### src/rtl/fqi_pkg.sv
`default_nettype none
// ----------------------------------------------------------------------------
// fqi_pkg
// Shared types, sizes and codes for the queue with positional insert.
// ----------------------------------------------------------------------------
package fqi_pkg;

  // Storage sizes
  localparam int DEPTH      = 16;
  localparam int DATA_WIDTH = 32;

  // Fixed field widths of the beats
  localparam int CMD_W   = 2;
  localparam int WORD_W  = 32;
  localparam int POS_W   = 5;
  localparam int STAT_W  = 2;
  localparam int OCNT_W  = 5;

  // Count holds 0..DEPTH; compares run at the wider of count and position
  localparam int CNT_W = $clog2(DEPTH + 1);
  localparam int CMP_W = (CNT_W > POS_W) ? CNT_W : POS_W;

  // Command codes; the spare code leaves the queue untouched
  localparam logic [CMD_W-1:0] CMD_ENQ = 2'd0;
  localparam logic [CMD_W-1:0] CMD_DEQ = 2'd1;
  localparam logic [CMD_W-1:0] CMD_INS = 2'd2;
  localparam logic [CMD_W-1:0] CMD_NOP = 2'd3;

  // Status codes
  localparam logic [STAT_W-1:0] ST_OK    = 2'd0;
  localparam logic [STAT_W-1:0] ST_EMPTY = 2'd1;
  localparam logic [STAT_W-1:0] ST_FULL  = 2'd2;
  localparam logic [STAT_W-1:0] ST_RANGE = 2'd3;

  typedef struct packed {
    logic [CMD_W-1:0]         cmd;
    logic signed [WORD_W-1:0] value;
    logic [POS_W-1:0]         position;
  } in_beat_t;

  typedef struct packed {
    logic signed [WORD_W-1:0] data_out;
    logic [STAT_W-1:0]        status;
    logic [OCNT_W-1:0]        count_out;
  } out_beat_t;

  // Per-cell load select, at most one set in a cycle
  typedef struct packed {
    logic take_in;
    logic take_prev;
    logic take_next;
  } cell_ctrl_t;

endpackage
`default_nettype wire

### src/rtl/fqi_cell.sv
`default_nettype none
// ----------------------------------------------------------------------------
// fqi_cell
// One queue slot: loads the new word, its front neighbor or its back neighbor.
// ----------------------------------------------------------------------------
module fqi_cell (
  input  wire logic                              clk,
  input  wire fqi_pkg::cell_ctrl_t               ctrl,
  input  wire logic [fqi_pkg::DATA_WIDTH-1:0]    new_data,
  input  wire logic [fqi_pkg::DATA_WIDTH-1:0]    prev_data,
  input  wire logic [fqi_pkg::DATA_WIDTH-1:0]    next_data,
  output logic      [fqi_pkg::DATA_WIDTH-1:0]    data
);
  import fqi_pkg::*;

  logic [DATA_WIDTH-1:0] data_r;
  logic [DATA_WIDTH-1:0] data_nxt;

  // Select the source for this slot, hold otherwise
  always_comb begin
    data_nxt = data_r;
    if (ctrl.take_in) begin
      data_nxt = new_data;
    end else if (ctrl.take_prev) begin
      data_nxt = prev_data;
    end else if (ctrl.take_next) begin
      data_nxt = next_data;
    end
  end

  always_ff @(posedge clk) begin
    data_r <= data_nxt;
  end

  assign data = data_r;

endmodule
`default_nettype wire

### src/rtl/fifo_queue_with_indexed_insert_top.sv
`default_nettype none
// ----------------------------------------------------------------------------
// fifo_queue_with_indexed_insert_top
// Bounded queue of signed words with enqueue, dequeue and positional insert.
// ----------------------------------------------------------------------------
//  channel  ports                       direction  beat
//  in       in_valid in_stall in_data   sink       cmd, value, position
//  out      out_valid out_stall out_data source    data_out, status, count_out
//
//  One command per cycle while not stalled: every slot cell picks hold or shift
//  in parallel from its index against position and count, so a command finishes
//  in its accept cycle and the output register shows its result the cycle after.
//  Reset clears the count and the output valid; slot contents are not reset.
//  A stalled result blocks the input only while the output register is full.
// ----------------------------------------------------------------------------
module fifo_queue_with_indexed_insert_top (
  input  wire logic               clk,
  input  wire logic               rst_n,
  input  wire logic               in_valid,
  output logic                    in_stall,
  input  wire fqi_pkg::in_beat_t  in_data,
  output logic                    out_valid,
  input  wire logic               out_stall,
  output fqi_pkg::out_beat_t      out_data
);
  import fqi_pkg::*;

  logic [CNT_W-1:0]      count_r;
  logic [CNT_W-1:0]      count_nxt;
  logic                  out_valid_r;
  logic                  out_valid_nxt;
  out_beat_t             out_r;
  out_beat_t             out_nxt;

  logic                  in_acc;
  logic                  is_place;
  logic                  full;
  logic                  empty;
  logic                  in_range;
  logic                  do_place;
  logic                  do_deq;
  logic [CMP_W-1:0]      cnt_ext;
  logic [CMP_W-1:0]      tgt_pos;
  logic [CMP_W-1:0]      cnt_nxt_ext;
  logic [DATA_WIDTH-1:0] new_word;

  cell_ctrl_t            ctrl   [DEPTH];
  logic [DATA_WIDTH-1:0] slot_q [DEPTH];

  // Accept while the output register is free or being drained
  assign in_stall = out_valid_r && out_stall;
  assign in_acc   = in_valid && !in_stall;

  // Decode the command against the current count
  assign cnt_ext  = CMP_W'(count_r);
  assign full     = (count_r == CNT_W'(DEPTH));
  assign empty    = (count_r == '0);
  assign is_place = (in_data.cmd == CMD_ENQ) || (in_data.cmd == CMD_INS);
  assign tgt_pos  = (in_data.cmd == CMD_INS) ? CMP_W'(in_data.position) : cnt_ext;
  assign in_range = (tgt_pos <= cnt_ext);
  assign do_place = in_acc && is_place && !full && in_range;
  assign do_deq   = in_acc && (in_data.cmd == CMD_DEQ) && !empty;
  assign new_word = DATA_WIDTH'(unsigned'(in_data.value));

  // Build the row of slot cells
  for (genvar i = 0; i < DEPTH; i++) begin : g_cell
    localparam logic [CMP_W-1:0] IDX = CMP_W'(i);
    logic [DATA_WIDTH-1:0] prev_d;
    logic [DATA_WIDTH-1:0] next_d;

    assign ctrl[i].take_in   = do_place && (tgt_pos == IDX);
    assign ctrl[i].take_prev = do_place && (i > 0) && (IDX > tgt_pos) && (IDX <= cnt_ext);
    assign ctrl[i].take_next = do_deq && (i < DEPTH - 1);

    if (i == 0) begin : g_first
      assign prev_d = new_word;
    end else begin : g_mid_p
      assign prev_d = slot_q[i-1];
    end
    if (i == DEPTH - 1) begin : g_last
      assign next_d = slot_q[i];
    end else begin : g_mid_n
      assign next_d = slot_q[i+1];
    end

    fqi_cell u_cell (
      .clk       (clk),
      .ctrl      (ctrl[i]),
      .new_data  (new_word),
      .prev_data (prev_d),
      .next_data (next_d),
      .data      (slot_q[i])
    );
  end

  // Advance the count
  always_comb begin
    count_nxt = count_r;
    if (do_place) begin
      count_nxt = count_r + CNT_W'(1);
    end else if (do_deq) begin
      count_nxt = count_r - CNT_W'(1);
    end
  end

  assign cnt_nxt_ext = CMP_W'(count_nxt);

  // Form the result beat
  always_comb begin
    out_nxt.data_out  = '0;
    out_nxt.status    = ST_OK;
    out_nxt.count_out = cnt_nxt_ext[OCNT_W-1:0];
    unique case (in_data.cmd)
      CMD_ENQ, CMD_INS: begin
        if (full) begin
          out_nxt.status = ST_FULL;
        end else if (!in_range) begin
          out_nxt.status = ST_RANGE;
        end
      end
      CMD_DEQ: begin
        if (empty) begin
          out_nxt.status = ST_EMPTY;
        end else begin
          out_nxt.data_out = WORD_W'(slot_q[0]);
        end
      end
      default: begin
        out_nxt.status = ST_OK;
      end
    endcase
  end

  // Hold the result until taken
  always_comb begin
    out_valid_nxt = out_valid_r;
    if (in_acc) begin
      out_valid_nxt = 1'b1;
    end else if (!out_stall) begin
      out_valid_nxt = 1'b0;
    end
  end

  always_ff @(posedge clk) begin
    if (!rst_n) begin
      count_r     <= '0;
      out_valid_r <= 1'b0;
    end else begin
      count_r     <= count_nxt;
      out_valid_r <= out_valid_nxt;
    end
  end

  always_ff @(posedge clk) begin
    if (in_acc) begin
      out_r <= out_nxt;
    end
  end

  assign out_valid = out_valid_r;
  assign out_data  = out_r;

  // Checks
  a_count_bound: assert property (@(posedge clk) disable iff (!rst_n)
    count_r <= CNT_W'(DEPTH))
    else $error("count exceeds depth");

  a_deq_dec: assert property (@(posedge clk) disable iff (!rst_n)
    do_deq |=> (count_r == $past(count_r) - CNT_W'(1)))
    else $error("dequeue did not drop the count");

  a_full_status: assert property (@(posedge clk) disable iff (!rst_n)
    in_acc && is_place && full |=> (out_r.status == ST_FULL) && $stable(count_r))
    else $error("full queue accepted a word");

  a_stall_src: assert property (@(posedge clk) disable iff (!rst_n)
    in_stall |-> out_valid_r)
    else $error("input stalled with empty output register");

endmodule
`default_nettype wire

### config.mk
export PLATFORM = sky130hd
export DESIGN_NAME = fifo_queue_with_indexed_insert_top
export DESIGN_NICKNAME = d
export VERILOG_FILES = /design/src/rtl/fqi_pkg.sv /design/src/rtl/fqi_cell.sv /design/src/rtl/fifo_queue_with_indexed_insert_top.sv
export SDC_FILE = /design/constraint.sdc
export NUM_CORES = 1
export LEC_CHECK = 0
export ABC_CLOCK_PERIOD_IN_PS = 7070
export BUFFER_PORTS_ARGS = -buffer_cell sky130_fd_sc_hd__buf_4
export CORE_MARGIN = 8
export CORE_UTILIZATION = 40
export CTS_BUF_LIST = sky130_fd_sc_hd__clkbuf_4 sky130_fd_sc_hd__clkbuf_8 sky130_fd_sc_hd__clkbuf_16
export CTS_CLUSTER_DIAMETER = 120
export DETAILED_ROUTE_END_ITERATION = 16
export GPL_TIMING_DRIVEN = 0
export PLACE_DENSITY_LB_ADDON = 0.12
export SLEW_MARGIN = 20
export SYNTH_ARGS = -nofsm -noshare
export SYNTH_HDL_FRONTEND = slang
export SYNTH_SLANG_ARGS = --single-unit
### constraint.sdc
create_clock -name clk -period 7.07 [get_ports clk]
set_input_delay 2.121 -clock clk [delete_from_list [all_inputs] [get_ports clk]]
set_output_delay 2.121 -clock clk [all_outputs]
set_load 0.03 [all_outputs]
* After elaboration in Yosys (flattened, before gate mapping)
Cells that the tools add are included.
** Storage, ports and cells
- Input port bits :: 43
- RAM bits :: 0
- Output and inout port bits :: 41
- Memories kept :: 0
- Latch bits :: 0
- Bits in read-only memories :: 0
- Register bits after elaboration :: 557
** Cells by class
- $lt $le $gt $ge :: 31
- Reduce and logical (&&, ||, !) cells :: 78
- Bitwise operators :: 1
- Equal/unequal tests :: 19
- Muxes and demuxes :: 55
- Div/mod/pow operators :: 0
- Shift-type cells :: 0
- $mul :: 0
- $add $sub $neg :: 2
** Operators with widths (count)
- two-way mux 32 bit :: 46
- logical AND 1 bit :: 53
- nonzero test 3 bit :: 14
- equality test 5 x 4 -> 1 bit, second input constant :: 8
- greater-than comparator 4 x 5 -> 1 bit, first input constant :: 8
- less-or-equal comparator 4 x 5 -> 1 bit, first input constant :: 8
- equality test 5 x 3 -> 1 bit, second input constant :: 4
- greater-than comparator 3 x 5 -> 1 bit, first input constant :: 4
- less-or-equal comparator 3 x 5 -> 1 bit, first input constant :: 4
- two-way mux 5 bit :: 3
- equality test 5 x 2 -> 1 bit, second input constant :: 2
- greater-than comparator 2 x 5 -> 1 bit, first input constant :: 2
- less-or-equal comparator 2 x 5 -> 1 bit, first input constant :: 2
- zero test 5 bit :: 2
- adder 5 x 1 -> 5 bit, second input constant :: 1
- equality test 5 x 1 -> 1 bit, second input constant :: 1
- equality test 5 bit, second input constant :: 1
- greater-than comparator 1 x 5 -> 1 bit, first input constant :: 1
- less-or-equal comparator 1 x 5 -> 1 bit, first input constant :: 1
- less-or-equal comparator 5 bit :: 1
- subtractor 5 x 1 -> 5 bit, second input constant :: 1
- two-way mux 2 bit :: 2
- case mux 2 bit (2 select lines) :: 1
- nonzero test 2 bit :: 2
- 9 further kinds :: 14

* Logic depth before layout (Yosys ltp)
- Depth after elaboration :: 10
- Gate-level depth with buffers :: 15
- Mapped depth without buffers :: 10

* Cells and area by module
A second synthesis with hierarchy kept.
** Second synthesis, totals
- Cells, all modules :: 2488
- Area total of the unflattened synthesis :: 29422.0 um2
** By module, submodules not included
- fqi_cell :: area an instance 1672.9 um2, cells an instance 140, instances 16, sequential area each 960.9 um2
- fifo_queue_with_indexed_insert_top :: area an instance 2656.3 um2, cells an instance 248, instances 1, sequential area each 1291.2 um2

* Worst setup path after synthesis
OpenSTA, ideal clock, no wires.
- Kind :: input to register
- Start point :: in in_data[37] (netlist bit)
- End point :: reg g_cell[3].u_cell.data_r[0] (enable)
- Buffers on the path :: 6
- Setup time :: 395 ps
- Stages on the path :: 15
- Data required time :: 6675 ps
- Slack :: 923 ps
- Arrival :: 5752 ps
- Cells stage by stage :: nand2b_2 buf_6 buf_4 mux2i_2 clkbuf_1 ha_1 nor2b_1 o21ai_1 a32o_1 clkbuf_1 nand3_1 or3_1 clkbuf_1 clkbuf_1 nand3_1
** On the way
- Longest elaborated chain between the ends :: 8
- Elaborated cells between the ends (all ways) :: 17
- Classes of those cells :: order compare (2); eq/ne (3); mux (1); reduce/logical (11)
** RTL lines
- start: declaration :: RTL line fifo_queue_with_indexed_insert_top.sv:21 : input wire fqi_pkg::in_beat_t in_data,
- branches (longest 7 deep; another with less-or-equal comparator 5 bit)
- nonzero test 3 bit (no line) *
- end signal: assignment :: RTL line fqi_cell.sv:32 : data_r <= data_nxt;
- end: declaration :: RTL line fqi_cell.sv:16 : logic [DATA_WIDTH-1:0] data_r;
Mark *: on every way between the ends.
A chain may end at the register's enable or synchronous reset.

* Final worst setup path
- Start point :: in in_data[38] (netlist bit)
- End point :: reg g_cell[14].u_cell.data_r[13] (enable)
** On the way
- Longest elaborated chain between the ends :: 8
- Elaborated cells between the ends (all ways) :: 17
- Classes of those cells :: order compare (2); eq/ne (3); mux (1); reduce/logical (11)
** RTL lines (RTL line)
- branches (longest 7 deep; another with less-or-equal comparator 5 bit)
- nonzero test 3 bit (no line) *
- end signal: assignment :: fqi_cell.sv:32
- end: declaration :: fqi_cell.sv:16
Marked as above.

==> reports/qor.yml <==
max_stage_delay_ps: 560
whs_path_depth: 1
antenna_found_initial: 1
final_util_pct: 46.1
p_leak_uw: 0.0112
placed_cells: 3439
finalClockSkew_ps: 28.6
outcome: "finished clean"
drt-total-wl_mm: 85.4
crit_type: "in -> reg"
top_usage_layer: "met2"
period_minus_slack_ps: 6640
mappedNetlistArea_um2: 27600
cts.clk_slew.worst_paths_ps: 60
cts_made_buffers: 60
hp-start: "g_cell[12].u_cell.data[11]$_DFFE_PP_"
first_pass_iters: 6
syn_inst: 2459
instances_no_fill: 3543
h-tree-depth: 2
met2_usage_pct: 34.8
first_global_vias: 19642
tightest_slew_ps: 1020
rsz0062_at_grt: "false"
root_buffer: "clkbuf_16"
io_buffer_count: 83
cpMostUsedCell: "clkbuf_1"
cp.arrival_ps: 7010
fin_nets: 2672
slowest_stage: "clkbuf_1"
hpwl_mm: 69.8
multi_input_area_um2: 9900
gp_congestion: 0.909
start_util_pct: 40.3
cts_tree: "yes"
finalHoldViolations: 0
postCtsSetupRepairBufs: 0
synth-seq-area-share_pct: 60.4
grt_use_met3_pct: 3.10
drtIter0Drc: 2028
cp.required_ps: 7440
reg2reg_slack_ps: 1990
rows: 96
wl_per_cell_um: 24.1
grtUsageTotal_pct: 21.2
ys_types: 66
syn_to_final_growth_pct: 14.5
fp.dieH_um: 279
coreArea_um2: 68500
layout-drive-gt1-share_pct: 13.6
insertion_delay_ps: 640
seq_area_um2: 16700
vias: 20082
p_per_area_nw_per_um2: 251
maxCapViolCount: 0
die_x_um: 279
r2r-end: "g_cell[14].u_cell.data[13]$_DFFE_PP_"
cts_repair_resize_count: 0
clock-sinks: 557
reg2reg_depth: 11
path_cells: "buf_4, nand2b_2, buf_6, buf_4, mux2i_2, clkbuf_1, ha_1, a32oi_1, clkbuf_1, or4_1, buf_2, clkbuf_1, nand3_2, buf_16"
setup_viol: 0
hp-class: "reg -> reg"
synthArstFlopShare_pct: 0
maxSlewHeadroom_pct: 32.0
grt_pass1_wl_mm: 125
via_per_inst: 5.67
nFillCells: 6338
drcViolationCount: 0
vdd_drop_max_mv: 0.189
fin_crit_sh_pct: 94.0
use_met1_pct: 29.1
avgSynthCellArea_um2: 11.2
holdPathEnd: "g_cell[11].u_cell.data[11]$_DFFE_PP_"
synth_edf_count: 551
timing.hold.ws_ps: 546
yosys_warnings: 0
synth.net_count: 2512
ys_seq_elements: 557
synth_flop_cell: "edfxtp_1"
hold_buffers: 0
ios: 84
critPathLaunchType: "input port"
grt_overflow_total: 0
end_kind: "flop"
die-area_um2: 77600
fmax_ghz: 0.151
grt_max_degree: 33
postRouteAntennaNets: 0
reg2reg_from: "cnt_ext[0]$_SDFF_PN0_"
ctsLongestPathBuffers: 3
drv_slew: 0
cp_max_fo: 19
## report_power, final
group	internal [µW]	leakage, µW	switching [µW]
registers	3840	0.00507	85.7
clock network	1710	0.000926	1280
logic	328	0.00521	690
total	5880	0.0112	2060
## cell usage in the layout, fill, tap and decap left out, types with 8 or more instances in the layout
master     Yosys  final
inv_1         10      9
edfxtp_1     551    551
mux2_1        29     29
a21o_1        34     34
mux2_2        37     37
buf_4          7     90
clkinv_1       0     12
nand3_2        1      8
buf_2         72     72
buf_16         0     12
mux2i_1       80     80
a22o_1        34     34
nand3_1       16      9
clkbuf_4       0     22
clkbuf_16      0     61
a2bb2oi_1    129    129
clkbuf_1     148    147
nor2_1       300    300
and3_1        39     39
ha_1          10     10
a21oi_1      154    154
and2_1         8      8
o22ai_1      161    161
a31oi_1      165    165
or4_1         10     10
nand2_1      365    362
## cells by family after synthesis
kind of cell / synth area share [%]
XOR/XNOR: 0.127
multiplexers: 5.89
flip-flops: 60.4
AND/OR/NAND/NOR: 12.2
adder cells (fa/ha/maj): 0.453
AO/OA/AOI/OAI: 17.0
buffers and inverters: 3.93
## critical path, delay by kind of cell
family / cells / cell delay (ps)
adders and majority gates: 1 / 350
buffers and inverters: 8 / 2640
muxes: 1 / 550
and+or+nand+nor: 3 / 980
AOI/OAI and AO/OA: 1 / 340
## synth_stat cells (16+ instances only)
library cell    n  area share [%]
a21o_1         34            0.92
a21oi_1       154             2.8
a22o_1         34             1.1
a2bb2oi_1     129             4.1
a31oi_1       165             3.7
and3_1         39            0.88
buf_2          72             1.3
clkbuf_1      148             2.0
edfxtp_1      551              60
mux2_1         29             1.2
mux2_2         37             1.5
mux2i_1        80             2.9
nand2_1       365             5.0
nand3_1        16            0.29
nor2_1        300             4.1
o22ai_1       161             3.6
## registers in the layout (all words and copies together), names as in the netlist
| register | flops |
|---|---|
| g_cell.u_cell.data | 512 |
| out_data | 39 |
| cnt_ext | 5 |
| out_valid | 1 |
## stage by stage
stage	instance area (µm²)	TNS, ps	total power, µW	setup WS [ps]
global route	31600	0	8210	195
global placement	29300	-198790	4950	-1020
CTS	31600	0	7990	391
finish	31600	0	7940	426
floorplan	27600	0	4600	923
detailed placement	29800	-13390	5000	-273
## worst max-delay path by stage
stage,end,from,slack [ps],depth (start not counted)
after floorplan,g_cell[3].u_cell.data[0]$_DFFE_PP_,in_data[37],920,15
after global placement,g_cell[14].u_cell.data[18]$_DFFE_PP_,in_data[38],-1020,13
after detailed placement,g_cell[13].u_cell.data[18]$_DFFE_PP_,in_data[38],-270,16
after CTS,g_cell[13].u_cell.data[16]$_DFFE_PP_,in_data[38],390,16
after global routing,g_cell[14].u_cell.data[15]$_DFFE_PP_,in_data[38],200,14
final,g_cell[14].u_cell.data[13]$_DFFE_PP_,in_data[38],430,14
## routing by layer
layer	wire (µm)	up-vias	part of all wire, %
met4	2420	0	2.8
met5	0	-	0
met1	37900	9577	44
met2	39400	759	46
li1	-	9607	-
met3	5710	139	6.7
## cell type report
type | count | area share [%]
antenna | 1 | 0.00792
clock buffer | 85 | 5.44
multi-input combinational | 1652 | 31.3
clock inverter | 18 | 0.364
buffer | 237 | 3.28
sequential | 557 | 52.8
tap | 882 | 3.49
timing repair buffer | 98 | 3.16
inverter | 13 | 0.154
Power figures use the tool's default switching activity.
